File: src/rtl/dmx_pkg.sv
// ----------------------------------------------------------------------------
// DMX transmitter package
// Shared widths, register indexes and the phase encoding of the transmitter.
// ----------------------------------------------------------------------------
package dmx_pkg;

   localparam int MAX_SLOTS       = 16;
   localparam int SLOT_IDX_WIDTH  = 4;
   localparam int SLOT_CNT_WIDTH  = 5;
   localparam int BYTE_WIDTH      = 8;
   localparam int TICK_WIDTH      = 16;
   localparam int BIT_POS_WIDTH   = 4;
   localparam int CSR_IDX_WIDTH   = 3;
   localparam int CSR_DATA_WIDTH  = 16;
   localparam int REQ_DATA_WIDTH  = 16;
   localparam int RSP_DATA_WIDTH  = 8;
   localparam int STOP_BITS       = 2;

   localparam logic [CSR_IDX_WIDTH-1:0] CSR_MAB_TICKS   = 3'd0;
   localparam logic [CSR_IDX_WIDTH-1:0] CSR_START_TICKS = 3'd1;
   localparam logic [CSR_IDX_WIDTH-1:0] CSR_DATA_TICKS  = 3'd2;
   localparam logic [CSR_IDX_WIDTH-1:0] CSR_STOP_TICKS  = 3'd3;
   localparam logic [CSR_IDX_WIDTH-1:0] CSR_BREAK_TICKS = 3'd4;
   localparam logic [CSR_IDX_WIDTH-1:0] CSR_SLOT_COUNT  = 3'd5;

   localparam logic [TICK_WIDTH-1:0]     MAB_TICKS_RST   = 16'd12;
   localparam logic [TICK_WIDTH-1:0]     START_TICKS_RST = 16'd4;
   localparam logic [TICK_WIDTH-1:0]     DATA_TICKS_RST  = 16'd4;
   localparam logic [TICK_WIDTH-1:0]     STOP_TICKS_RST  = 16'd4;
   localparam logic [TICK_WIDTH-1:0]     BREAK_TICKS_RST = 16'd100;
   localparam logic [SLOT_CNT_WIDTH-1:0] SLOT_COUNT_RST  = 5'd12;

   localparam bit FUNC_WRITE = 1'b0;
   localparam bit FUNC_TICK  = 1'b1;

   typedef enum logic [5:0] {
      PH_IDLE  = 6'b000001,
      PH_MAB   = 6'b000010,
      PH_START = 6'b000100,
      PH_DATA  = 6'b001000,
      PH_STOP  = 6'b010000,
      PH_BREAK = 6'b100000
   } phase_type;

endpackage

File: src/rtl/dmx_packet_transmitter.sv
// ----------------------------------------------------------------------------
// Latency: a result appears in the cycle after its request is accepted.
// Throughput: one request per cycle while results are taken; a stalled result
// holds off new requests until it is taken.
// Reset is synchronous and active high; it loads the timing registers with
// their defaults and clears the phase state and the slot store at once.
// ----------------------------------------------------------------------------
// ----------------------------------------------------------------------------
// DMX packet transmitter
// Drives a DMX-style serial line: mark-after-break, framed slot bytes and a
// closing break, each request being either a slot write or one tick.
// ----------------------------------------------------------------------------
module dmx_packet_transmitter (
   input  logic                                clock,
   input  logic                                reset,
   input  logic                                req_tvalid,
   output logic                                req_tready,
   // slot_index [3:0], slot_value [11:4], start_req [12], zero [15:13]
   input  logic [dmx_pkg::REQ_DATA_WIDTH-1:0]  req_tdata,
   // func [0]
   input  logic                                req_tuser,
   output logic                                rsp_tvalid,
   input  logic                                rsp_tready,
   // line_level [0], busy_res [1], zero [7:2]
   output logic [dmx_pkg::RSP_DATA_WIDTH-1:0]  rsp_tdata,
   output logic                                rsp_tlast,
   input  logic                                csr_we,
   input  logic [dmx_pkg::CSR_IDX_WIDTH-1:0]   csr_index,
   input  logic [dmx_pkg::CSR_DATA_WIDTH-1:0]  csr_wdata
);

   localparam int BW = dmx_pkg::BIT_POS_WIDTH;
   localparam int SW = dmx_pkg::SLOT_CNT_WIDTH;
   localparam logic [BW-1:0] LAST_DATA_BIT = BW'(dmx_pkg::BYTE_WIDTH - 1);
   localparam logic [BW-1:0] LAST_STOP_BIT = BW'(dmx_pkg::STOP_BITS - 1);
   localparam logic [SW-1:0] MAX_SLOTS_C   = SW'(dmx_pkg::MAX_SLOTS);

   logic [dmx_pkg::TICK_WIDTH-1:0]     mab_ticks_ff, start_ticks_ff, data_ticks_ff;
   logic [dmx_pkg::TICK_WIDTH-1:0]     stop_ticks_ff, break_ticks_ff;
   logic [SW-1:0]                      slot_count_ff;

   dmx_pkg::phase_type                 phase_ff, phase_in;
   logic [dmx_pkg::TICK_WIDTH-1:0]     tick_count_ff, tick_count_in;
   logic [BW-1:0]                      bit_pos_ff, bit_pos_in;
   logic [dmx_pkg::SLOT_IDX_WIDTH-1:0] slot_pos_ff, slot_pos_in;
   logic [dmx_pkg::BYTE_WIDTH-1:0]     shift_byte_ff, shift_byte_in;
   logic                               line_ff, line_in;
   logic [dmx_pkg::BYTE_WIDTH-1:0]     slot_store_ff [dmx_pkg::MAX_SLOTS];

   logic                               rsp_valid_ff, rsp_valid_in;
   logic                               rsp_line_ff, rsp_busy_ff, rsp_done_ff;

   logic                               req_accept;
   logic                               req_func;
   logic [dmx_pkg::SLOT_IDX_WIDTH-1:0] req_slot_index;
   logic [dmx_pkg::BYTE_WIDTH-1:0]     req_slot_value;
   logic                               req_start;

   logic                               store_we;
   logic                               done;
   logic [dmx_pkg::TICK_WIDTH-1:0]     phase_len;
   logic [dmx_pkg::TICK_WIDTH-1:0]     tick_inc;
   logic [SW-1:0]                      eff_slots;
   logic [SW-1:0]                      slot_sum;
   logic [dmx_pkg::SLOT_IDX_WIDTH-1:0] rd_addr;
   logic [dmx_pkg::BYTE_WIDTH-1:0]     rd_byte;

   assign req_tready     = !rsp_valid_ff || rsp_tready;
   assign req_accept     = req_tvalid && req_tready;
   assign req_func       = req_tuser;
   assign req_slot_index = req_tdata[3:0];
   assign req_slot_value = req_tdata[11:4];
   assign req_start      = req_tdata[12];

   assign eff_slots = (slot_count_ff > MAX_SLOTS_C) ? MAX_SLOTS_C : slot_count_ff;
   assign slot_sum  = SW'(slot_pos_ff) + SW'(1);
   assign tick_inc  = tick_count_ff + dmx_pkg::TICK_WIDTH'(1);
   assign rd_addr   = (phase_ff == dmx_pkg::PH_MAB) ? '0 : slot_sum[dmx_pkg::SLOT_IDX_WIDTH-1:0];
   assign rd_byte   = slot_store_ff[rd_addr];

   always_comb begin
      unique case (phase_ff)
         dmx_pkg::PH_MAB:   phase_len = mab_ticks_ff;
         dmx_pkg::PH_START: phase_len = start_ticks_ff;
         dmx_pkg::PH_DATA:  phase_len = data_ticks_ff;
         dmx_pkg::PH_STOP:  phase_len = stop_ticks_ff;
         dmx_pkg::PH_BREAK: phase_len = break_ticks_ff;
         default:           phase_len = '0;
      endcase
   end

   always_comb begin
      phase_in      = phase_ff;
      tick_count_in = tick_count_ff;
      bit_pos_in    = bit_pos_ff;
      slot_pos_in   = slot_pos_ff;
      shift_byte_in = shift_byte_ff;
      line_in       = line_ff;
      store_we      = 1'b0;
      done          = 1'b0;
      if (req_accept) begin
         if (req_func == dmx_pkg::FUNC_WRITE) begin
            store_we = (phase_ff == dmx_pkg::PH_IDLE);
         end else if (phase_ff == dmx_pkg::PH_IDLE) begin
            if (req_start) begin
               phase_in      = dmx_pkg::PH_MAB;
               tick_count_in = '0;
               line_in       = 1'b1;
            end
         end else if (tick_inc < phase_len) begin
            tick_count_in = tick_inc;
         end else begin
            tick_count_in = '0;
            unique case (phase_ff)
               dmx_pkg::PH_MAB: begin
                  slot_pos_in = '0;
                  line_in     = 1'b0;
                  if (eff_slots == '0) begin
                     phase_in = dmx_pkg::PH_BREAK;
                  end else begin
                     phase_in      = dmx_pkg::PH_START;
                     bit_pos_in    = '0;
                     shift_byte_in = rd_byte;
                  end
               end
               dmx_pkg::PH_START: begin
                  phase_in   = dmx_pkg::PH_DATA;
                  bit_pos_in = '0;
                  line_in    = shift_byte_ff[0];
               end
               dmx_pkg::PH_DATA: begin
                  shift_byte_in = shift_byte_ff >> 1;
                  if (bit_pos_ff == LAST_DATA_BIT) begin
                     phase_in   = dmx_pkg::PH_STOP;
                     bit_pos_in = '0;
                     line_in    = 1'b1;
                  end else begin
                     bit_pos_in = bit_pos_ff + BW'(1);
                     line_in    = shift_byte_ff[1];
                  end
               end
               dmx_pkg::PH_STOP: begin
                  if (bit_pos_ff != LAST_STOP_BIT) begin
                     bit_pos_in = bit_pos_ff + BW'(1);
                  end else if (slot_sum >= eff_slots) begin
                     phase_in   = dmx_pkg::PH_BREAK;
                     bit_pos_in = LAST_STOP_BIT + BW'(1);
                     line_in    = 1'b0;
                  end else begin
                     phase_in      = dmx_pkg::PH_START;
                     slot_pos_in   = rd_addr;
                     bit_pos_in    = '0;
                     shift_byte_in = rd_byte;
                     line_in       = 1'b0;
                  end
               end
               default: begin
                  phase_in    = dmx_pkg::PH_IDLE;
                  line_in     = 1'b0;
                  bit_pos_in  = '0;
                  slot_pos_in = '0;
                  done        = 1'b1;
               end
            endcase
         end
      end
   end

   always_comb begin
      if (req_accept) begin
         rsp_valid_in = 1'b1;
      end else if (rsp_tready) begin
         rsp_valid_in = 1'b0;
      end else begin
         rsp_valid_in = rsp_valid_ff;
      end
   end

   always_ff @(posedge clock) begin
      if (reset) begin
         mab_ticks_ff   <= dmx_pkg::MAB_TICKS_RST;
         start_ticks_ff <= dmx_pkg::START_TICKS_RST;
         data_ticks_ff  <= dmx_pkg::DATA_TICKS_RST;
         stop_ticks_ff  <= dmx_pkg::STOP_TICKS_RST;
         break_ticks_ff <= dmx_pkg::BREAK_TICKS_RST;
         slot_count_ff  <= dmx_pkg::SLOT_COUNT_RST;
      end else if (csr_we) begin
         unique case (csr_index)
            dmx_pkg::CSR_MAB_TICKS:   mab_ticks_ff   <= csr_wdata;
            dmx_pkg::CSR_START_TICKS: start_ticks_ff <= csr_wdata;
            dmx_pkg::CSR_DATA_TICKS:  data_ticks_ff  <= csr_wdata;
            dmx_pkg::CSR_STOP_TICKS:  stop_ticks_ff  <= csr_wdata;
            dmx_pkg::CSR_BREAK_TICKS: break_ticks_ff <= csr_wdata;
            dmx_pkg::CSR_SLOT_COUNT:  slot_count_ff  <= csr_wdata[SW-1:0];
            default: begin
            end
         endcase
      end
   end

   always_ff @(posedge clock) begin
      if (reset) begin
         phase_ff      <= dmx_pkg::PH_IDLE;
         tick_count_ff <= '0;
         bit_pos_ff    <= '0;
         slot_pos_ff   <= '0;
         shift_byte_ff <= '0;
         line_ff       <= 1'b0;
         rsp_valid_ff  <= 1'b0;
      end else begin
         phase_ff      <= phase_in;
         tick_count_ff <= tick_count_in;
         bit_pos_ff    <= bit_pos_in;
         slot_pos_ff   <= slot_pos_in;
         shift_byte_ff <= shift_byte_in;
         line_ff       <= line_in;
         rsp_valid_ff  <= rsp_valid_in;
      end
   end

   always_ff @(posedge clock) begin
      if (reset) begin
         for (int i = 0; i < dmx_pkg::MAX_SLOTS; i++) begin
            slot_store_ff[i] <= '0;
         end
      end else if (store_we) begin
         slot_store_ff[req_slot_index] <= req_slot_value;
      end
   end

   always_ff @(posedge clock) begin
      if (req_accept) begin
         rsp_line_ff <= line_in;
         rsp_busy_ff <= (phase_in != dmx_pkg::PH_IDLE);
         rsp_done_ff <= done;
      end
   end

   assign rsp_tvalid = rsp_valid_ff;
   assign rsp_tdata  = {{(dmx_pkg::RSP_DATA_WIDTH-2){1'b0}}, rsp_busy_ff, rsp_line_ff};
   assign rsp_tlast  = rsp_done_ff;

endmodule

File: config.mk
export PLATFORM = sky130hd
export DESIGN_NAME = dmx_packet_transmitter
export DESIGN_NICKNAME = d
export VERILOG_FILES = /design/src/rtl/dmx_pkg.sv /design/src/rtl/dmx_packet_transmitter.sv
export SDC_FILE = /design/constraint.sdc
export NUM_CORES = 1
export LEC_CHECK = 0
export BUFFER_PORTS_ARGS = -buffer_cell sky130_fd_sc_hd__buf_2
export CORE_ASPECT_RATIO = 1.2
export CORE_MARGIN = 8
export CORE_UTILIZATION = 25
export DETAILED_ROUTE_END_ITERATION = 10
export PLACE_DENSITY_LB_ADDON = 0.15
export SYNTH_ARGS = -nofsm -noshare
export SYNTH_HDL_FRONTEND = slang
export SYNTH_SLANG_ARGS = --single-unit
File: constraint.sdc
create_clock -name clock -period 4.7 [get_ports clock]
set_input_delay 0.47 -clock clock [delete_from_list [all_inputs] [get_ports clock]]
set_output_delay 0.47 -clock clock [all_outputs]
set_load 0.01 [all_outputs]
==> Yosys cells after proc, flatten, opt, wreduce, memory -nomap -nowiden <==
Memories as Yosys holds them, arrays and structs flattened.
Cells that the tools add are included.
{ "classes": {"reduce_logical": 21, "eq_ne": 18, "bitwise_logic": 4, "mux": 49, "add_sub_neg": 3, "n_lt_le_gt_ge": 3} }
{ "ops": {"columns": ["operator", "count"], "rows": [
  ["$pmux 16 s5", 1],
  ["$mux 6", 9],
  ["$mux 16", 3],
  ["$mux 8", 4],
  ["$mux 4", 7],
  ["$pmux 6 s4", 1],
  ["$pmux 8 s3", 1],
  ["$mux 1", 18],
  ["$add 16x1->16 const B", 1],
  ["$lt 16x16->1", 1],
  ["$pmux 4 s3", 1],
  ["$reduce_and 2->1", 6],
  ["$ne 2x2->1 const B", 4],
  ["$pmux 4 s2", 1],
  ["$reduce_and 8->1", 1],
  ["$reduce_or 8->1", 1],
  ["$reduce_and 7->1", 1],
  ["$eq 3x2->1 const B", 2],
  ["$eq 3x3->1 const B", 2],
  ["$eq 6x1->1 const B", 1],
  ["$eq 6x2->1 const B", 1],
  ["$eq 6x3->1 const B", 1],
  ["$eq 6x4->1 const B", 1],
  ["$eq 6x5->1 const B", 1],
  ["25 further kinds", 28]
]} }
{ "word_totals": {"ff_bits": 128, "elab_cells": 115, "output_inout_bits": 11, "inputBits": 41, "mem_bits_rw": 128, "mem_count": 1} }
{ "memory_table": {"columns": ["memory", "depth", "word_bits", "read_ports", "rd_ports_with_merged_regs", "write_ports", "line", "source"], "rows": [
  ["slot_store_ff", 16, 8, 1, 0, 16, "dmx_packet_transmitter.sv:48", "logic [dmx_pkg::BYTE_WIDTH-1:0] slot_store_ff [dmx_pkg::MAX_SLOTS];"]
]} }

==> Depth between registers and ports, before layout <==
{ "logic_depth": {"word_depth": 11, "mapped_depth": 17, "ltp_nobuf": 14} }

==> Worst setup path after synthesis <==
OpenSTA, ideal clock, no wires.
{ "synth_timing": {"path_kind": "register to register", "from": "register phase_ff[5]", "to": "register rsp_busy_ff (data pin)", "stages_incl_launch_ff": 14, "slack_ns": 0.358, "t_required_ns": 4.565, "setup_ns": 0.135, "synth_period_minus_slack_ns": 4.342, "path_buffers": 3, "arrival_time_ns": 4.208, "cell_sequence": "dfxtp_1 clkbuf_1 or4_1 nor3b_1 clkbuf_1 buf_1 a221oi_1 ha_1 and4_1 o2bb2ai_1 or4_4 o21ai_0 mux2_2 nand3_1"} }
{ "synth_between": {"elab_chain_cells": 8, "word_cells_on_any_way": 17, "classes_between": "1 x order compare; 7 x eq/ne; 9 x mux"} }
{ "synth_rtl": {"columns": ["item", "line", "source"], "rows": [
  ["from (decl)", "dmx_packet_transmitter.sv:42", "dmx_pkg::phase_type phase_ff, phase_in;"],
  ["from (signal assigned)", "dmx_packet_transmitter.sv:203", "phase_ff <= dmx_pkg::PH_IDLE;"],
  ["from (signal assigned)", "dmx_packet_transmitter.sv:211", "phase_ff <= phase_in;"],
  ["$eq 6x6->1 (tied with other cells)", "dmx_packet_transmitter.sv:82", "unique case (phase_ff)"],
  ["$pmux 16 s5", "dmx_packet_transmitter.sv:82", null],
  ["$lt 16x16->1", "dmx_packet_transmitter.sv:110", "end else if (tick_inc < phase_len) begin"],
  ["$mux 6", "dmx_packet_transmitter.sv:110", null],
  ["$mux 6", "dmx_packet_transmitter.sv:104", "end else if (phase_ff == dmx_pkg::PH_IDLE) begin"],
  ["$mux 6", "dmx_packet_transmitter.sv:102", "if (req_func == dmx_pkg::FUNC_WRITE) begin"],
  ["$mux 6 (*)", "dmx_packet_transmitter.sv:101", "if (req_accept) begin"],
  ["$ne 6x1->1 (*)", "dmx_packet_transmitter.sv:234", "rsp_busy_ff <= (phase_in != dmx_pkg::PH_IDLE);"],
  ["to (signal assigned)", "dmx_packet_transmitter.sv:234", null],
  ["to (decl)", "dmx_packet_transmitter.sv:51", "logic rsp_line_ff, rsp_busy_ff, rsp_done_ff;"]
]} }
Mark *: on every way between the ends. The rest lies on a longest branch, timed or not.
A chain may end at the register's enable or synchronous reset.

==> Worst setup path in the final report <==
{ "layout_timing": {"from": "register phase_ff[1]", "to": "register rsp_busy_ff (data pin)"} }
The elaborated chain is that of the path after synthesis.

==> results <==
- The flow ran to the end, and the final reports show no timing, DRC or antenna violations.
- The peak ir drop on the vdd network is about 280 uV.
- The type of the most critical hold path is in2reg.
- The die covers ~57000 um^2.
- The period utilization is approximately 92%.
- Clock tree synthesis selected as its root buffer the cell sky130_fd_sc_hd__clkbuf_16.
- By area the synthesized netlist is led by sky130_fd_sc_hd__edfxtp_1 (32%), sky130_fd_sc_hd__dfxtp_1 (20%), sky130_fd_sc_hd__and2_1 (6.6%).
- The number of enable flip-flop cells after synthesis is approximately 130.
- Static timing analysis puts the maximum clock frequency at about 230 MHz.
- The first global-routing pass estimated between 60000 and 70000 um of wire.
- The port buffer count is 42.
- The clock passes through at most 3 buffers.
- The top-area cell type share of the netlist area is a little under a third.
- The number of antenna diodes in the final layout is 0.
- The net count reported at finish is 1388.
- For this run, asynchronously set or reset flops after synthesis account for 0%.
- The Yosys step of the flow raised 0 warnings.
- The number of design rule violations left after detail routing is 0.
- CTS built an H-tree with a depth of 1.
- Counting instances, the worst hold path has a depth of 3.
- The critical path goes through or4_4, nor3b_2, buf_4, a222oi_1, inv_1, a221oi_1, buf_4, ha_1, and4_1, o2bb2ai_1, or4_4, o21ai_0, mux2_2, nand3_1.
- At the worst endpoint, the required time is a little over 5 ns.
- The die is 260 um tall.
- The nature of the critical path endpoint is a register.
- In this run, the number of DRC markers left after iteration 0 of detailed routing was approximately 640.
- After global routing the overflow that remains totals 0.
- After legalization and detailed placement, the total HPWL measured ~27000 um.
- The weighted congestion at the end of routability-driven global placement is 0.758.
- Synthesis produced 1284 cells.
- The critical path class is reg2reg.
- The worst setup path is launched from a register.
- Of all nets on the critical path, the largest fanout is 15.
- The total global routing track utilization is 13.9%.
- The delay contributed by the slowest stage of the critical path is about 0.66 ns.
- The number of search-and-repair iterations in the first detailed-routing pass is 9.
- Clock tree synthesis found a total of approximately 260 sinks.
- For the worst setup path, the data arrival time is 4.73 ns.
- The synthesized netlist occupies a cell area of 12400 um^2.
- The top-level I/O count is 52.
- The die is 220 um wide.
- The number of global-route vias before repair is 9771.
- Max-cap violations in this run came to 0.
- Dividing the detail-routed via count by the number of cells gives between 4 and 5.
- The hold path startpoint is req_tvalid.
- The register clock-pin slew on the reported worst setup and hold paths is about 0.06 ns.
- The routed design has roughly 40000 um of wire.
- The slowest library cell on the worst path is sky130_fd_sc_hd__or4_4.
- The site row count is 89.
- The path with the worst hold slack has its endpoint at rsp_tvalid$_SDFFE_PP0P_.
- The leakage power summed over all cells is 0.00527 uW.
- The largest total area in the synthesized netlist belongs to sky130_fd_sc_hd__edfxtp_1.
- In this run the standard cell core region covers between 40000 and 50000 um^2.
- The aggregate negative setup slack is 0 ns.
- The register bit total from synthesis is ~260.
- Measured in cells, the most critical reg-to-reg path has a length of 14.
- The final hold slack is approximately 0.16 ns.
- The proportion of synthesized chip area in sequential cells is between 50 and 60%.
- The routed length per instance is about 20 um.
- The clock latency of the later-clocked register in the worst-skew pair is between 0.5 and 0.6 ns.
- From synthesis to final layout, the design area changed by 16.8%.
- For flop-to-flop paths, the worst setup slack is roughly 0.39 ns.
- The total vias in the final route is around 9600.
- Among all flip-flop cells after synthesis, the most frequent one is sky130_fd_sc_hd__edfxtp_1.
- The clock skew is 0.00769 ns.
- For the pin with the worst max-slew slack, the measured transition is 1.11 ns.
- The number of hold buffers added after cts is 0.
- The count of nets left with antenna violations after detail routing is 0.
- Averaged over all synthesized cells, the footprint is a little under 10 um^2.
- The origin of the critical flop-to-flop path is phase_ff[1]$_SDFF_PP0_.
- Setup violations remaining at the end of the flow were counted as 0.
- The TritonCTS buffer count is 30.
- The total power divided by cell area is 347 nW/um^2.
- The count of final max-slew check failures is 0.
- Measured against its own limit, the worst slew margin works out to a little over a quarter.
- The worst register-to-register path ends at rsp_busy_ff$_DFFE_PP_.
- The minimum clock period after layout is between 4 and 5 ns.
- Of the cells placed in the final design, the portion with a size suffix greater than 1 is 14.0%.
- For this configuration, the core starts out at a cell density of approximately a quarter.
- The maximum number of pins on one net before global-route repair is between 90 and 100.
- The number of antenna violations at the first check in global routing is 0.
- In this run the post-CTS setup repair buffer count came out at 0.
- The number of hold-slack violations in the final timing report came to 0.
- The synthesized netlist contains 77 unique library cells.
- TritonCTS built the clock tree.
- Setup repair after global routing left no endpoint under its margin.
==> power by group <==
group,switching [uW],internal (uW)
combinational,171,70.2
clock,972,1400
sequential,24.3,2400
==> logic make-up after synthesis <==
kind of cell    share of synthesized area (%)
compound gates                           14.2
xor+xnor                                 1.13
fa+ha+maj                                2.41
buf+inv                                  3.99
flops                                    51.7
mux                                      4.22
other cells                            0.0301
simple gates                             22.3
==> sequential cells by signal (all words and copies together) (netlist names), 5 cells and up <==
signal          count
start_ticks_ff     16
tick_count_ff      16
mab_ticks_ff       16
shift_byte_ff       8
slot_count_ff       5
break_ticks_ff     16
data_ticks_ff      16
phase_ff            6
slot_store_ff     128
stop_ticks_ff      16
==> cells in the final DEF, fill, tap and decap left out, types with 8 or more instances in the layout <==
master	n
sky130_fd_sc_hd__nand2_1	218
sky130_fd_sc_hd__and2_1	132
sky130_fd_sc_hd__edfxtp_1	131
sky130_fd_sc_hd__dfxtp_1	124
sky130_fd_sc_hd__a21oi_1	121
sky130_fd_sc_hd__nor2_1	53
sky130_fd_sc_hd__buf_4	48
sky130_fd_sc_hd__buf_2	41
sky130_fd_sc_hd__o21ai_0	39
sky130_fd_sc_hd__clkbuf_16	31
sky130_fd_sc_hd__mux2i_1	30
sky130_fd_sc_hd__inv_1	28
sky130_fd_sc_hd__nand3_1	28
sky130_fd_sc_hd__ha_1	24
sky130_fd_sc_hd__nor3_1	19
sky130_fd_sc_hd__a222oi_1	15
sky130_fd_sc_hd__a221oi_1	15
sky130_fd_sc_hd__a211oi_1	13
sky130_fd_sc_hd__and3_1	12
sky130_fd_sc_hd__mux2_2	10
sky130_fd_sc_hd__nand4_1	9
sky130_fd_sc_hd__or2_2	9
sky130_fd_sc_hd__or3_1	9
sky130_fd_sc_hd__nand2b_1	8
sky130_fd_sc_hd__xor2_1	8
sky130_fd_sc_hd__a22oi_1	8
==> synth_stat cells (8+ instances only) <==
cell	number
sky130_fd_sc_hd__a211oi_1	13
sky130_fd_sc_hd__buf_4	8
sky130_fd_sc_hd__a22oi_1	8
sky130_fd_sc_hd__nor2_1	54
sky130_fd_sc_hd__or2_2	9
sky130_fd_sc_hd__xnor2_1	8
sky130_fd_sc_hd__or3_1	9
sky130_fd_sc_hd__nand2_1	218
sky130_fd_sc_hd__o21ai_0	40
sky130_fd_sc_hd__a222oi_1	15
sky130_fd_sc_hd__inv_1	28
sky130_fd_sc_hd__nor3_1	20
sky130_fd_sc_hd__and3_1	12
sky130_fd_sc_hd__nand4_1	9
sky130_fd_sc_hd__nand3_1	28
sky130_fd_sc_hd__a221oi_1	15
sky130_fd_sc_hd__nand2b_1	8
sky130_fd_sc_hd__and2_1	132
sky130_fd_sc_hd__xor2_1	8
sky130_fd_sc_hd__a21oi_1	121
sky130_fd_sc_hd__mux2_2	10
sky130_fd_sc_hd__clkbuf_1	66
sky130_fd_sc_hd__mux2i_1	30
sky130_fd_sc_hd__dfxtp_1	125
sky130_fd_sc_hd__edfxtp_1	131
sky130_fd_sc_hd__ha_1	24
==> final cells by class <==
cell class	instances	area, um^2
Inverter	31	116
Fill cell	5201	34700
Sequential cell	256	6440
Multi-Input combinational cell	913	5580
Clock buffer	42	875
Clock inverter	13	126
Timing Repair Buffer	91	606
Tap cell	637	797
==> stage by stage <==
step	setup slack (ns)	cell area [um^2]	utilization, %	std cells	total power [uW]
after floorplan	0.358	12500	-	1289	2600
after global placement	0.374	13500	27.5	1928	2720
after detailed placement	0.328	13500	27.5	1928	2730
after CTS	0.310	14500	29.5	1983	5120
after global routing	0.135	14500	29.5	1983	5210
final	0.387	14500	29.5	1983	5050
==> worst max-delay path: cells and delay by family, from the launching register on <==
| kind | cells | cell delay [ns] |
|---|---|---|
| AOI/OAI and AO/OA | 4 | 0.68 |
| adders and majority gates | 1 | 0.29 |
| muxes | 1 | 0.39 |
| DFF | 1 | 0.41 |
| and+or+nand+nor | 5 | 1.85 |
| buffers and inverters | 3 | 0.54 |
==> what timing repair did <==
item,CTS,global route
resized for setup,0,1
setup endpoints to repair,0,1
endpoints found under the hold margin,0,0
==> metal layers <==
metal | part of all wire, % | vias to the layer above | track usage [%]
met3 | 3.0 | 58 | 1.62
li1 | - | 4680 | -
met2 | 52 | 157 | 25.5
met1 | 43 | 4655 | 16.9
met5 | 0 | - | 0
met4 | 2.1 | 0 | 3.48
==> how the worst max path moves through the flow <==
| stage | startpoint | end | slack, ns | cells after the start |
|---|---|---|---|---|
| 3_3_place_gp | phase_ff[1]$_SDFF_PP0_ | shift_byte_ff[0]$_SDFFE_PP0P_ | 0.37 | 14 |
| 3_5_place_dp | phase_ff[1]$_SDFF_PP0_ | shift_byte_ff[3]$_SDFFE_PP0P_ | 0.33 | 14 |
| 6_report | phase_ff[1]$_SDFF_PP0_ | rsp_busy_ff$_DFFE_PP_ | 0.39 | 14 |
| 4_1_cts | phase_ff[1]$_SDFF_PP0_ | shift_byte_ff[4]$_SDFFE_PP0P_ | 0.31 | 14 |
| 5_1_grt | phase_ff[1]$_SDFF_PP0_ | shift_byte_ff[1]$_SDFFE_PP0P_ | 0.14 | 14 |
| 2_1_floorplan | phase_ff[5]$_SDFF_PP0_ | rsp_busy_ff$_DFFE_PP_ | 0.36 | 13 |
No activity file was read; power rests on OpenSTA's default activity.
